`config.mk`:
```
export PLATFORM = sky130hd
export DESIGN_NAME = csv_field_tokenizer
export DESIGN_NICKNAME = d
export VERILOG_FILES = /design/src/hw/rtl/cft_pkg.sv /design/src/hw/rtl/cft_front.sv /design/src/hw/rtl/cft_queue.sv /design/src/hw/rtl/cft_back.sv /design/src/hw/rtl/csv_field_tokenizer.sv
export SDC_FILE = /design/constraint.sdc
export NUM_CORES = 1
export LEC_CHECK = 0
export BUFFER_PORTS_ARGS = -buffer_cell sky130_fd_sc_hd__buf_2
export CORE_ASPECT_RATIO = 2
export CORE_UTILIZATION = 55
export CTS_BUF_LIST = sky130_fd_sc_hd__clkbuf_4 sky130_fd_sc_hd__clkbuf_8
export DETAILED_ROUTE_END_ITERATION = 7
export GPL_TIMING_DRIVEN = 0
export PLACE_DENSITY_LB_ADDON = 0.08
export SETUP_SLACK_MARGIN = 0.4
export SKIP_LAST_GASP = 1
export SLEW_MARGIN = 5
export SYNTH_ARGS = -nofsm -noshare
export SYNTH_HDL_FRONTEND = slang
export SYNTH_SLANG_ARGS = --single-unit
```
`constraint.sdc`:
```
create_clock -name clock -period 5.9 [get_ports clock]
set_input_delay 0.885 -clock clock [delete_from_list [all_inputs] [get_ports clock]]
set_output_delay 0.885 -clock clock [all_outputs]
set_load 0.1 [all_outputs]
```
`src/hw/rtl/cft_pkg.sv`:
```
package cft_pkg;

   // Depth of the word queue between the front and back parts.
   localparam int unsigned QUEUE_DEPTH = 4;

   // One input word yields at most this many results.
   localparam int unsigned RES_MAX = 3;

   // Result kinds.
   localparam logic [1:0] KIND_BYTE    = 2'd0;
   localparam logic [1:0] KIND_END     = 2'd1;
   localparam logic [1:0] KIND_DISCARD = 2'd2;

   // Character codes.
   localparam logic [7:0] CH_QUOTE = 8'h22;
   localparam logic [7:0] CH_CR    = 8'h0D;
   localparam logic [7:0] CH_SPACE = 8'h20;
   localparam logic [7:0] CH_TAB   = 8'h09;
   localparam logic [7:0] CH_VT    = 8'h0B;
   localparam logic [7:0] CH_FF    = 8'h0C;

   // Register file: one register, word index in paddr[2].
   localparam int unsigned CSR_ADDR_W          = 3;
   localparam logic        REG_FIELD_SEPARATOR = 1'b0;
   localparam logic [7:0]  SEPARATOR_RESET     = 8'd44;

   // Parser state carried from byte to byte.
   typedef struct packed {
      logic inside_quotes;
      logic quote_waiting;
      logic field_only_padding;
   } cft_state_type;

   localparam cft_state_type STATE_RESET = '{
      inside_quotes: 1'b0, quote_waiting: 1'b0, field_only_padding: 1'b1};

   // One result as it leaves the block, without the last-of-run flag.
   typedef struct packed {
      logic [7:0] data;
      logic [1:0] kind;
      logic       line_end;
   } cft_result_type;

   // All results caused by one input word, packed from index 0 upward.
   typedef struct packed {
      cft_result_type [RES_MAX-1:0] res;
      logic [1:0]                   count;
   } cft_bundle_type;

   // Outcome of feeding one byte to the parser.
   typedef struct packed {
      cft_state_type  st;
      logic           emit;
      cft_result_type res;
   } cft_step_type;

   // Queue status seen by both sides.
   typedef struct packed {
      logic empty;
      logic full;
   } cft_qstat_type;

   function automatic logic is_pad(logic [7:0] c);
      return (c == CH_SPACE) || (c == CH_TAB) || (c == CH_CR) ||
             (c == CH_VT) || (c == CH_FF);
   endfunction

   // Feed one byte to the parser and return the new state and any result.
   function automatic cft_step_type take_byte(cft_state_type s, logic [7:0] c,
                                              logic [7:0] sep);
      cft_step_type r;
      logic         inq;
      r      = '0;
      r.st   = s;
      inq    = s.inside_quotes && !s.quote_waiting;
      if (s.quote_waiting && (c == CH_QUOTE)) begin
         // Doubled quote inside a quoted field gives a literal quote.
         r.st.quote_waiting      = 1'b0;
         r.emit                  = 1'b1;
         r.res.data              = CH_QUOTE;
         r.res.kind              = KIND_BYTE;
         r.st.field_only_padding = 1'b0;
      end else begin
         // A waiting quote that is not doubled closes the quoted part.
         r.st.quote_waiting = 1'b0;
         r.st.inside_quotes = inq;
         if (inq) begin
            if (c == CH_QUOTE) begin
               r.st.quote_waiting = 1'b1;
            end else begin
               r.emit                  = 1'b1;
               r.res.data              = c;
               r.res.kind              = KIND_BYTE;
               r.st.field_only_padding = s.field_only_padding && is_pad(c);
            end
         end else if ((c == CH_QUOTE) && s.field_only_padding) begin
            r.emit                  = 1'b1;
            r.res.kind              = KIND_DISCARD;
            r.st.inside_quotes      = 1'b1;
            r.st.field_only_padding = 1'b1;
         end else if (c == sep) begin
            r.emit                  = 1'b1;
            r.res.kind              = KIND_END;
            r.st.field_only_padding = 1'b1;
         end else begin
            r.emit                  = 1'b1;
            r.res.data              = c;
            r.res.kind              = KIND_BYTE;
            r.st.field_only_padding = s.field_only_padding && is_pad(c);
         end
      end
      return r;
   endfunction

endpackage

```
`src/hw/rtl/cft_front.sv`:
```
module cft_front
   import cft_pkg::*;
(
   input  logic           clock,
   input  logic           reset,
   input  logic [7:0]     sep,
   input  logic           req_valid,
   output logic           req_ready,
   input  logic [7:0]     req_in_byte,
   input  logic           req_ends_line,
   input  logic           req_byte_absent,
   input  cft_qstat_type  qstat,
   output logic           push,
   output cft_bundle_type bundle
);

   cft_state_type state_ff, state_in;
   logic          rw_ff, rw_in;
   cft_step_type  step_cr, step_b;
   logic [1:0]    cnt;
   logic          accept;

   assign req_ready = !qstat.full;
   assign accept    = req_valid && req_ready;
   assign push      = accept && (bundle.count != 2'd0);

   // Classify the word: a held return first, then the byte, then the line end.
   always_comb begin
      state_in = state_ff;
      rw_in    = rw_ff;
      bundle   = '0;
      cnt      = 2'd0;
      step_cr  = take_byte(state_ff, CH_CR, sep);
      step_b   = '0;
      if (!req_byte_absent) begin
         if (rw_ff) begin
            state_in = step_cr.st;
            rw_in    = 1'b0;
            if (step_cr.emit) begin
               bundle.res[cnt] = step_cr.res;
               cnt             = cnt + 2'd1;
            end
         end
         step_b = take_byte(state_in, req_in_byte, sep);
         if (req_in_byte == CH_CR) begin
            // Hold the return; a waiting quote closes before it.
            if (state_in.quote_waiting) begin
               state_in.quote_waiting = 1'b0;
               state_in.inside_quotes = 1'b0;
            end
            rw_in = 1'b1;
         end else begin
            state_in = step_b.st;
            if (step_b.emit) begin
               bundle.res[cnt] = step_b.res;
               cnt             = cnt + 2'd1;
            end
         end
      end
      if (req_ends_line) begin
         // Close the last field; a held return is dropped.
         rw_in                    = 1'b0;
         state_in                 = STATE_RESET;
         bundle.res[cnt].data     = 8'd0;
         bundle.res[cnt].kind     = KIND_END;
         bundle.res[cnt].line_end = 1'b1;
         cnt                      = cnt + 2'd1;
      end
      bundle.count = cnt;
   end

   // Parser state advances on every accepted word.
   always_ff @(posedge clock) begin
      if (reset) begin
         state_ff <= STATE_RESET;
         rw_ff    <= 1'b0;
      end else if (accept) begin
         state_ff <= state_in;
         rw_ff    <= rw_in;
      end
   end

endmodule

```
`src/hw/rtl/cft_queue.sv`:
```
module cft_queue
   import cft_pkg::*;
#(
   parameter int unsigned DEPTH = QUEUE_DEPTH
) (
   input  logic           clock,
   input  logic           reset,
   input  logic           push,
   input  cft_bundle_type wr_data,
   input  logic           pop,
   output cft_bundle_type head,
   output cft_qstat_type  qstat
);

   localparam int unsigned PTR_W = $clog2(DEPTH);
   localparam int unsigned CNT_W = $clog2(DEPTH + 1);

   cft_bundle_type   entry_ff [DEPTH];
   logic [PTR_W-1:0] wr_ptr_ff, wr_ptr_in;
   logic [PTR_W-1:0] rd_ptr_ff, rd_ptr_in;
   logic [CNT_W-1:0] fill_ff, fill_in;

   assign qstat.empty = (fill_ff == '0);
   assign qstat.full  = (fill_ff == CNT_W'(DEPTH));
   assign head        = entry_ff[rd_ptr_ff];

   // Pointer and fill bookkeeping; pointers wrap at the last entry.
   always_comb begin
      wr_ptr_in = wr_ptr_ff;
      rd_ptr_in = rd_ptr_ff;
      fill_in   = fill_ff;
      if (push) begin
         wr_ptr_in = (wr_ptr_ff == PTR_W'(DEPTH - 1)) ? '0 : (wr_ptr_ff + PTR_W'(1));
      end
      if (pop) begin
         rd_ptr_in = (rd_ptr_ff == PTR_W'(DEPTH - 1)) ? '0 : (rd_ptr_ff + PTR_W'(1));
      end
      if (push && !pop) begin
         fill_in = fill_ff + CNT_W'(1);
      end else if (!push && pop) begin
         fill_in = fill_ff - CNT_W'(1);
      end
   end

   always_ff @(posedge clock) begin
      if (reset) begin
         wr_ptr_ff <= '0;
         rd_ptr_ff <= '0;
         fill_ff   <= '0;
      end else begin
         wr_ptr_ff <= wr_ptr_in;
         rd_ptr_ff <= rd_ptr_in;
         fill_ff   <= fill_in;
      end
   end

   // Entry storage needs no reset.
   always_ff @(posedge clock) begin
      if (push) begin
         entry_ff[wr_ptr_ff] <= wr_data;
      end
   end

endmodule

```
`src/hw/rtl/cft_back.sv`:
```
module cft_back
   import cft_pkg::*;
(
   input  logic           clock,
   input  logic           reset,
   input  cft_bundle_type head,
   input  cft_qstat_type  qstat,
   output logic           pop,
   output logic           rsp_valid,
   input  logic           rsp_ready,
   output logic [7:0]     rsp_out_byte,
   output logic [1:0]     rsp_kind,
   output logic           rsp_line_end,
   output logic           rsp_last_of_run
);

   logic [1:0]     idx_ff, idx_in;
   cft_result_type cur;
   logic           last;
   logic           take;

   // Walk the results of the head word one per cycle while rsp_ready is high.
   assign cur             = head.res[idx_ff];
   assign last            = (idx_ff == (head.count - 2'd1));
   assign rsp_valid       = !qstat.empty;
   assign rsp_out_byte    = cur.data;
   assign rsp_kind        = cur.kind;
   assign rsp_line_end    = cur.line_end;
   assign rsp_last_of_run = last;
   assign take            = rsp_valid && rsp_ready;
   assign pop             = take && last;

   always_comb begin
      idx_in = idx_ff;
      if (take) begin
         idx_in = last ? 2'd0 : (idx_ff + 2'd1);
      end
   end

   always_ff @(posedge clock) begin
      if (reset) begin
         idx_ff <= 2'd0;
      end else begin
         idx_ff <= idx_in;
      end
   end

endmodule

```
`src/hw/rtl/csv_field_tokenizer.sv`:
```
// Streaming CSV line splitter. The req channel takes one word per cycle
// while the queue is not full: a byte of the line, a flag that the word
// ends the line, and a flag that the byte is absent. The rsp channel gives
// field bytes, end-of-field and discard markers, one result per cycle while
// rsp_ready is high; the last result a word causes carries rsp_last_of_run,
// and the end of field that closes the line carries rsp_line_end. A word
// gives zero to three results, which are registered in the queue and then
// offered in order behind earlier words. Since the output gives one result
// per cycle, words with several results set the sustained rate. A queue of
// DEPTH words (QUEUE_DEPTH by default) sits between the parser and the
// output, so a stalled receiver holds req_ready high until the queue fills.
// The separator register sits at byte address 0 on the csr port and reads
// back; write it only while the block is idle.
// Synchronous reset empties the queue, clears the parser state and sets the
// separator to a comma.
module csv_field_tokenizer
   import cft_pkg::*;
#(
   parameter int unsigned DEPTH = QUEUE_DEPTH
) (
   input  logic                  clock,
   input  logic                  reset,
   input  logic                  req_valid,
   output logic                  req_ready,
   input  logic [7:0]            req_in_byte,
   input  logic                  req_ends_line,
   input  logic                  req_byte_absent,
   output logic                  rsp_valid,
   input  logic                  rsp_ready,
   output logic [7:0]            rsp_out_byte,
   output logic [1:0]            rsp_kind,
   output logic                  rsp_line_end,
   output logic                  rsp_last_of_run,
   input  logic                  csr_psel,
   input  logic                  csr_penable,
   input  logic                  csr_pwrite,
   input  logic [CSR_ADDR_W-1:0] csr_paddr,
   input  logic [31:0]           csr_pwdata,
   output logic [31:0]           csr_prdata,
   output logic                  csr_pready
);

   logic [7:0]     sep_ff;
   logic           csr_wr;
   logic           push;
   logic           pop;
   cft_bundle_type bundle;
   cft_bundle_type head;
   cft_qstat_type  qstat;

   // Register access.
   assign csr_pready = 1'b1;
   assign csr_wr     = csr_psel && csr_penable && csr_pwrite && csr_pready &&
                       (csr_paddr[2] == REG_FIELD_SEPARATOR);
   assign csr_prdata = (csr_paddr[2] == REG_FIELD_SEPARATOR) ?
                       {24'd0, sep_ff} : 32'd0;

   always_ff @(posedge clock) begin
      if (reset) begin
         sep_ff <= SEPARATOR_RESET;
      end else if (csr_wr) begin
         sep_ff <= csr_pwdata[7:0];
      end
   end

   cft_front u_front (
      .clock           (clock),
      .reset           (reset),
      .sep             (sep_ff),
      .req_valid       (req_valid),
      .req_ready       (req_ready),
      .req_in_byte     (req_in_byte),
      .req_ends_line   (req_ends_line),
      .req_byte_absent (req_byte_absent),
      .qstat           (qstat),
      .push            (push),
      .bundle          (bundle)
   );

   cft_queue #(
      .DEPTH (DEPTH)
   ) u_queue (
      .clock   (clock),
      .reset   (reset),
      .push    (push),
      .wr_data (bundle),
      .pop     (pop),
      .head    (head),
      .qstat   (qstat)
   );

   cft_back u_back (
      .clock           (clock),
      .reset           (reset),
      .head            (head),
      .qstat           (qstat),
      .pop             (pop),
      .rsp_valid       (rsp_valid),
      .rsp_ready       (rsp_ready),
      .rsp_out_byte    (rsp_out_byte),
      .rsp_kind        (rsp_kind),
      .rsp_line_end    (rsp_line_end),
      .rsp_last_of_run (rsp_last_of_run)
   );

   // The queue never takes a word while full.
   a_no_overflow : assert property (@(posedge clock) disable iff (reset)
      !(push && qstat.full))
      else $error("word pushed into a full queue");

   // A line end is always the final end-of-field of its word.
   a_line_end_kind : assert property (@(posedge clock) disable iff (reset)
      (rsp_valid && rsp_line_end) |-> ((rsp_kind == KIND_END) && rsp_last_of_run))
      else $error("line end on a result that is not the closing end of field");

   // Markers carry a zero byte.
   a_marker_zero : assert property (@(posedge clock) disable iff (reset)
      (rsp_valid && (rsp_kind != KIND_BYTE)) |-> (rsp_out_byte == 8'd0))
      else $error("marker result with nonzero byte");

   // Nothing is offered right after reset.
   a_reset_empty : assert property (@(posedge clock)
      reset |=> !rsp_valid)
      else $error("result offered after reset");

endmodule

```
=== Yosys cells after proc, flatten, opt, wreduce, memory -nomap -nowiden ===
Memories as Yosys holds them, arrays and structs flattened. A register that Yosys moved wholly into a read port is not among the register bits.
Cells that the tools add are included.

* Bits in writable memories: 140
* Register bits: 21
* Memories kept: 1
* Logic and storage cells: 134
* Input port bits: 52

* Reductions and logical operators: 30
* Equal/unequal tests: 13
* Bitwise operators: 1
* $add $sub $neg: 8
* Mux-type cells: 67
* Order comparisons: 5

{| class="wikitable"
|+ Memories
! name !! words !! bits a word !! rd ports !! clocked after memory_dff !! write ports !! RTL line !! text
|-
| u_queue.entry_ff || 4 || 35 || 1 || 1 || 1 || cft_queue.sv:18 || <nowiki>cft_bundle_type entry_ff [DEPTH];</nowiki>
|}

{| class="wikitable"
|+ Operators by type and width
! operator !! count
|-
| bitwise mux 33 bit || 4
|-
| 2-to-1 mux 33 bit || 4
|-
| demux 11 bit (select 2 bit) || 4
|-
| 2-to-1 mux 11 bit || 6
|-
| 2-to-1 mux 12 bit || 3
|-
| 2-to-1 mux 2 bit || 17
|-
| == test 8 x 4 -> 1 bit (second input constant) || 4
|-
| 2-to-1 mux 13 bit || 2
|-
| 2-to-1 mux 8 bit || 3
|-
| binary-select mux 11 bit (select 2 bit) || 1
|-
| 2-to-1 mux 3 bit || 7
|-
| == test 8 x 6 -> 1 bit (second input constant) || 2
|-
| logical AND 1 bit || 16
|-
| 2-to-1 mux 1 bit || 15
|-
| adder 2 x 1 -> 2 bit (second input constant) || 5
|-
| less-than comparator 2 x 3 -> 1 bit (second input constant) || 3
|-
| == test 4 x 8 -> 1 bit (first input constant) || 1
|-
| == test 8 bit || 1
|-
| zero test 1 bit || 6
|-
| == test 2 bit (second input constant) || 2
|-
| >= comparator 2 x 1 -> 1 bit (second input constant) || 2
|-
| logical OR 1 bit || 4
|-
| 2-to-1 mux 4 bit || 1
|-
| nonzero test 2 bit || 2
|-
| other kinds (9) || 9
|}

=== Depth between registers and ports, before layout ===
* Word-level depth: 22
* Gate-level depth with buffers: 18

=== By module ===
Synthesis repeated with hierarchy kept, for this count alone.

* Cell total of the unflattened synthesis: 480
* Area, all modules: 7,568.5 µm²

{| class="wikitable"
|+ By module, submodules not included
! module !! area an instance (µm²) !! instances !! cells an instance !! seq. area each (µm²)
|-
| cft_queue || 5,542.8 || 1 || 227 || 4,384.2
|-
| cft_front || 1,044.8 || 1 || 130 || 80.1
|-
| csv_field_tokenizer || 615.6 || 1 || 70 || 160.2
|-
| cft_back || 365.4 || 1 || 53 || 40.0
|}

=== Worst setup path before layout ===
No wires, ideal clock.

* Path kind: input port to flip-flop
* From: in req_in_byte[7]
* To: mem u_queue.entry_ff[0][0] (netlist bit) (enable)
* Required time: 5.490 ns
* Stages on the path: 12
* Arrival time: 4.131 ns
* Path slack: 1.359 ns
* Library setup time: 0.410 ns
* Cells stage by stage: or3_1 > clkbuf_1 > nor3_2 > nand2_1 > ha_1 > o31ai_1 > a21oi_1 > inv_1 > ha_1 > a211oi_1 > a2bb2oi_2 > nor2b_1

* Longest elaborated chain between the ends: 15

{| class="wikitable"
|+ Ends and longest elaborated chain
! element !! RTL line !! text
|-
| from (decl) || csv_field_tokenizer.sv:25 || <nowiki>input logic [7:0] req_in_byte,</nowiki>
|-
| == test 8 x 6 -> 1 bit || cft_pkg.sv:76, cft_pkg.sv:88, cft_pkg.sv:96 ||
|-
| logical AND 1 bit || cft_pkg.sv:96 || <nowiki>end else if ((c == CH_QUOTE) && s.field_only_padding) begin</nowiki>
|-
| 2-to-1 mux 2 bit || cft_pkg.sv:96 ||
|-
| 2-to-1 mux 12 bit || cft_pkg.sv:87 || <nowiki>if (inq) begin</nowiki>
|-
| 2-to-1 mux 13 bit || cft_pkg.sv:76 || <nowiki>if (s.quote_waiting && (c == CH_QUOTE)) begin</nowiki>
|-
| 2-to-1 mux 13 bit || cft_front.sv:35 || <nowiki>if (!req_byte_absent) begin</nowiki>
|-
| 2-to-1 mux 2 bit || cft_front.sv:54 || <nowiki>if (step_b.emit) begin</nowiki>
|-
| 2-to-1 mux 2 bit * || cft_front.sv:45 || <nowiki>if (req_in_byte == CH_CR) begin</nowiki>
|-
| 2-to-1 mux 2 bit * || cft_front.sv:35 ||
|-
| adder 2 x 1 -> 2 bit || cft_front.sv:67 || <nowiki>cnt = cnt + 2'd1;</nowiki>
|-
| 2-to-1 mux 2 bit * || cft_front.sv:60 || <nowiki>if (req_ends_line) begin</nowiki>
|-
| nonzero test 2 bit * || cft_front.sv:25 || <nowiki>assign push = accept && (bundle.count != 2'd0);</nowiki>
|-
| logical AND 1 bit * || cft_front.sv:25 ||
|-
| 2-to-1 mux 1 bit * || cft_queue.sv:59 || <nowiki>if (push) begin</nowiki>
|-
| 2-to-1 mux 1 bit (not written as such) * || cft_queue.sv:60 || <nowiki>entry_ff[wr_ptr_ff] <= wr_data;</nowiki>
|-
| to (decl) || cft_queue.sv:18 ||
|}

Mark *: on every way between the ends. The rest lies on a longest branch, timed or not. The select of a mux whose other input is x is not followed.

=== Worst setup path in the final report ===
* From: in req_in_byte[7]
* To: reg u_queue.fill_ff[2]

* Longest elaborated chain between the ends: 16

{| class="wikitable"
|+ Ends and longest elaborated chain
! element !! RTL line !! text
|-
| == test 8 x 6 -> 1 bit || cft_pkg.sv:76, cft_pkg.sv:88, cft_pkg.sv:96 ||
|-
| logical AND 1 bit || cft_pkg.sv:96 ||
|-
| 2-to-1 mux 2 bit || cft_pkg.sv:96 ||
|-
| 2-to-1 mux 12 bit || cft_pkg.sv:87 ||
|-
| 2-to-1 mux 13 bit || cft_pkg.sv:76 ||
|-
| 2-to-1 mux 13 bit || cft_front.sv:35 ||
|-
| 2-to-1 mux 2 bit || cft_front.sv:54 ||
|-
| 2-to-1 mux 2 bit * || cft_front.sv:45 ||
|-
| 2-to-1 mux 2 bit * || cft_front.sv:35 ||
|-
| adder 2 x 1 -> 2 bit || cft_front.sv:67 ||
|-
| 2-to-1 mux 2 bit * || cft_front.sv:60 ||
|-
| nonzero test 2 bit * || cft_front.sv:25 ||
|-
| logical AND 1 bit * || cft_front.sv:25 ||
|-
| net push || csv_field_tokenizer.sv:45 || <nowiki>logic push;</nowiki>
|-
| zero test 1 bit || cft_queue.sv:40 || <nowiki>end else if (!push && pop) begin</nowiki>
|-
| logical AND 1 bit || cft_queue.sv:40 ||
|-
| nonzero test 2 bit (no source line) || - ||
|-
| to (signal assigned) || cft_queue.sv:53 || <nowiki>fill_ff <= fill_in;</nowiki>
|-
| to (decl) || cft_queue.sv:21 || <nowiki>logic [CNT_W-1:0] fill_ff, fill_in;</nowiki>
|}

The timed path passes the listed nets; every way through them passes the cells marked *. The select of a mux whose other input is x is not followed.
A chain may end at the register's enable or synchronous reset.

==> results.sh <==
export IMPL_crit_fanout=7
export IMPL_fp_dieW_um=75.1
export IMPL_r2r_cells=16
export IMPL_ys_warn_count=0
export IMPL_post_cts_setup_buffer_count=0
export IMPL_ys_seq_area_share_pct=58.9
export IMPL_cts_resized=0
export IMPL_ys_seq_elements=123
export IMPL_antenna_found_initial=0
export IMPL_critical_path_max_stage_delay_ns=0.56
export IMPL_htreeDepth=4
export IMPL_path_buf_inv=5
export IMPL_grt_total_usage_pct=24.8
export IMPL_grt_pass1_wl_um=19500
export IMPL_status="complete, no violations"
export IMPL_n_antenna_cell=0
export IMPL_min_period_over_period_pct=82.8
export IMPL_report_final_slew_viol_count=0
export IMPL_drtAntennaViolNets=0
export IMPL_wl_per_cell_um=18.3
export IMPL_overflow=0
export IMPL_cts_sinks=123
export IMPL_final_area_um2=6850
export IMPL_synth_cell_types=62
export IMPL_syn_instance_count=427
export IMPL_syn_mean_instance_area_um2=13.8
export IMPL_area_growth_pct=16.5
export IMPL_fillers=848
export IMPL_synth_top_area_cell="edfxtp_1"
export IMPL_worstMarginPinSlew_ns=0.914
export IMPL_drtPass1Iterations=5
export IMPL_holdWs_ns=0.513
export IMPL_clockBufferDepth=2
export IMPL_cap_violations=0
export IMPL_clk_pin_slew_ns=0.07
export IMPL_fin_crit_ns=4.88
export IMPL_synthesis_area_um2=5880
export IMPL_finalNetCount=578
export IMPL_fin_skew_ns=0.00904
export IMPL_cts_buffers=17
export IMPL_clkLatencyLatePin_ns=0.43
export IMPL_drt_total_wl_um=12200
export IMPL_viasPerCell=5.59
export IMPL_die_area_um2=11100
export IMPL_worstHoldPathType="flop to flop"
export IMPL_finalHoldViolCount=0
export IMPL_cts_tree="yes"
export IMPL_grt_max_degree=26
export IMPL_numPlacedInstances=633
export IMPL_dpl_cell_area_um2=6400
export IMPL_post_route_util_pct=65.4
export IMPL_max_freq_mhz=205
export IMPL_leakagePower_uw=0.00254
export IMPL_coreArea_um2=10500
export IMPL_crit_type="primary input to flop"
export IMPL_synthTopCellsByArea="edfxtp_1 51%, mux4_2 8.4%, dfxtp_1 7.8%, buf_4 3.2%, mux2i_1 2.6%"
export IMPL_cp_end_kind="flop"
export IMPL_start_util_pct=56.1
export IMPL_cp_top_family="compound AO/OA/AOI/OAI gates"
export IMPL_cts_hold_buffers_added=0
export IMPL_gp_congestion=0.880
export IMPL_yosys_cell_count_top_type="edfxtp_1"
export IMPL_required_ns=6.26
export IMPL_setup_violations=0
export IMPL_power_density_nw_per_um2=377
export IMPL_drt_iter0_drc=95
export IMPL_row_count=53
export IMPL_synth_ff_type="edfxtp_1"
export IMPL_via_count=3717
export IMPL_synth_edf_count=100
export IMPL_cp_arrival_ns=5.24
export IMPL_cp_num_cells=19
export IMPL_synth_top_area_share_pct=51.0
export IMPL_instances_no_fill=665
export IMPL_drive_gt1_share_pct=28.2
export IMPL_slowest_stage="a2bb2oi_2"
export IMPL_rsz0062_at_grt="no"
export IMPL_yosys_top_cells_count="100 x edfxtp_1, 29 x nand2_1, 25 x buf_4"
export IMPL_cts_root_buffer="clkbuf_8"
export IMPL_path_cells="buf_2, or3_1, clkbuf_1, nor3_2, nand2_1, ha_1, o31ai_1, a21oi_1, inv_1, ha_1, a211oi_1, a2bb2oi_2, inv_1, ha_1, inv_1, fa_1, xor2_1, or3_1, a21oi_1"
export IMPL_drc=0
export IMPL_hold_depth=2
export IMPL_dieHeight_um=148
export IMPL_hpwlAfterDp_um=8680
export IMPL_vdd_ir_drop_max_v=0.000447
export IMPL_worstSetupStartpointType="primary input"
export IMPL_async_reset_ff_share_pct=0
export IMPL_slew_headroom_pct=38.5
export IMPL_grt_pass1_vias=3867
export IMPL_ios=99
export IMPL_port_buffers=46
==> layout by cell type (no fill, tap or decap), types with 5 or more instances in the layout <==
master / n
mux2i_1: 15
ha_1: 10
nand2_1: 29
dfxtp_1: 23
and2_1: 10
nand3_1: 5
buf_2: 50
conb_1: 25
xnor2_1: 8
clkbuf_8: 19
nor2b_1: 12
or3_1: 5
nand4_1: 6
clkinv_4: 5
nor2_1: 20
clkbuf_1: 13
mux4_2: 22
nand2b_1: 8
edfxtp_1: 100
nor3_1: 5
o21ai_0: 11
inv_1: 11
a21oi_1: 17
buf_4: 25
==> flip-flops by register name (all words and copies together), names as in the netlist, named ones only <==
signal,cells
u_queue.entry_ff,100
sep_ff,8
u_front.state_ff,3
u_queue.fill_ff,3
u_back.idx_ff,2
u_queue.rd_ptr_ff,2
u_queue.wr_ptr_ff,2
u_front.rw_ff,1
==> cells by family after synthesis <==
family	synth area share, %
fa+ha+maj	2.47
simple gates	12.5
mux	12.5
compound gates	6.17
xor+xnor	2.11
other cells	0.128
flops	58.9
buf+inv	5.25
==> through the flow <==
stage          TNS, ns  setup slack (ns)  power [uW]
4_1_cts              0              1.00        2600
6_report             0              1.02        2580
3_5_place_dp         0             0.554        1790
3_3_place_gp     -5.47           -0.0861        1770
5_1_grt              0             0.655        2690
2_1_floorplan        0              1.36        1660
==> worst min-delay path: stages (launching register included) <==
cell	delay, ns
dfxtp_1	0.34
nand2_1	0.06
nand3b_1	0.06
==> final timing paths <==
kind / startpoint / end / slack (ns)
worst max-delay path: req_in_byte[7] / u_queue.fill_ff[2]$_SDFFE_PP0P_ / 1.02
worst min-delay path: sep_ff[5]$_SDFFE_PP1P_ / sep_ff[5]$_SDFFE_PP1P_ / 0.51
worst max register to register: u_front.state_ff[1]$_SDFFE_PP0P_ / u_queue.fill_ff[2]$_SDFFE_PP0P_ / 1.60
worst min register to register: sep_ff[5]$_SDFFE_PP1P_ / sep_ff[5]$_SDFFE_PP1P_ / 0.51
==> metal layers <==
metal	wire length [um]	part of all wire, %	GRT usage, %	vias to the layer above
met5	0	0	0	-
met4	389	3.2	12.4	0
met3	552	4.5	6.50	24
met2	6940	57	44.7	127
met1	4310	35	25.3	1823
li1	-	-	-	1743
==> cell type report <==
type	count	area, um2	area share (%)
clock buffers	19	262	3.82
flip-flops and latches	123	3460	50.5
multi-input cells	273	2230	32.5
repair buffers	46	230	3.36
plain buffers	43	268	3.91
clock inverters	13	190	2.78
well taps	137	171	2.50
inverters	11	41.3	0.603
==> power breakdown <==
part | total, uW | switching [uW] | internal (uW)
logic | 748 | 561 | 187
registers | 1020 | 24.2 | 992
clock network | 820 | 334 | 486
total | 2580 | 919 | 1670
Power figures use the tool's default switching activity.
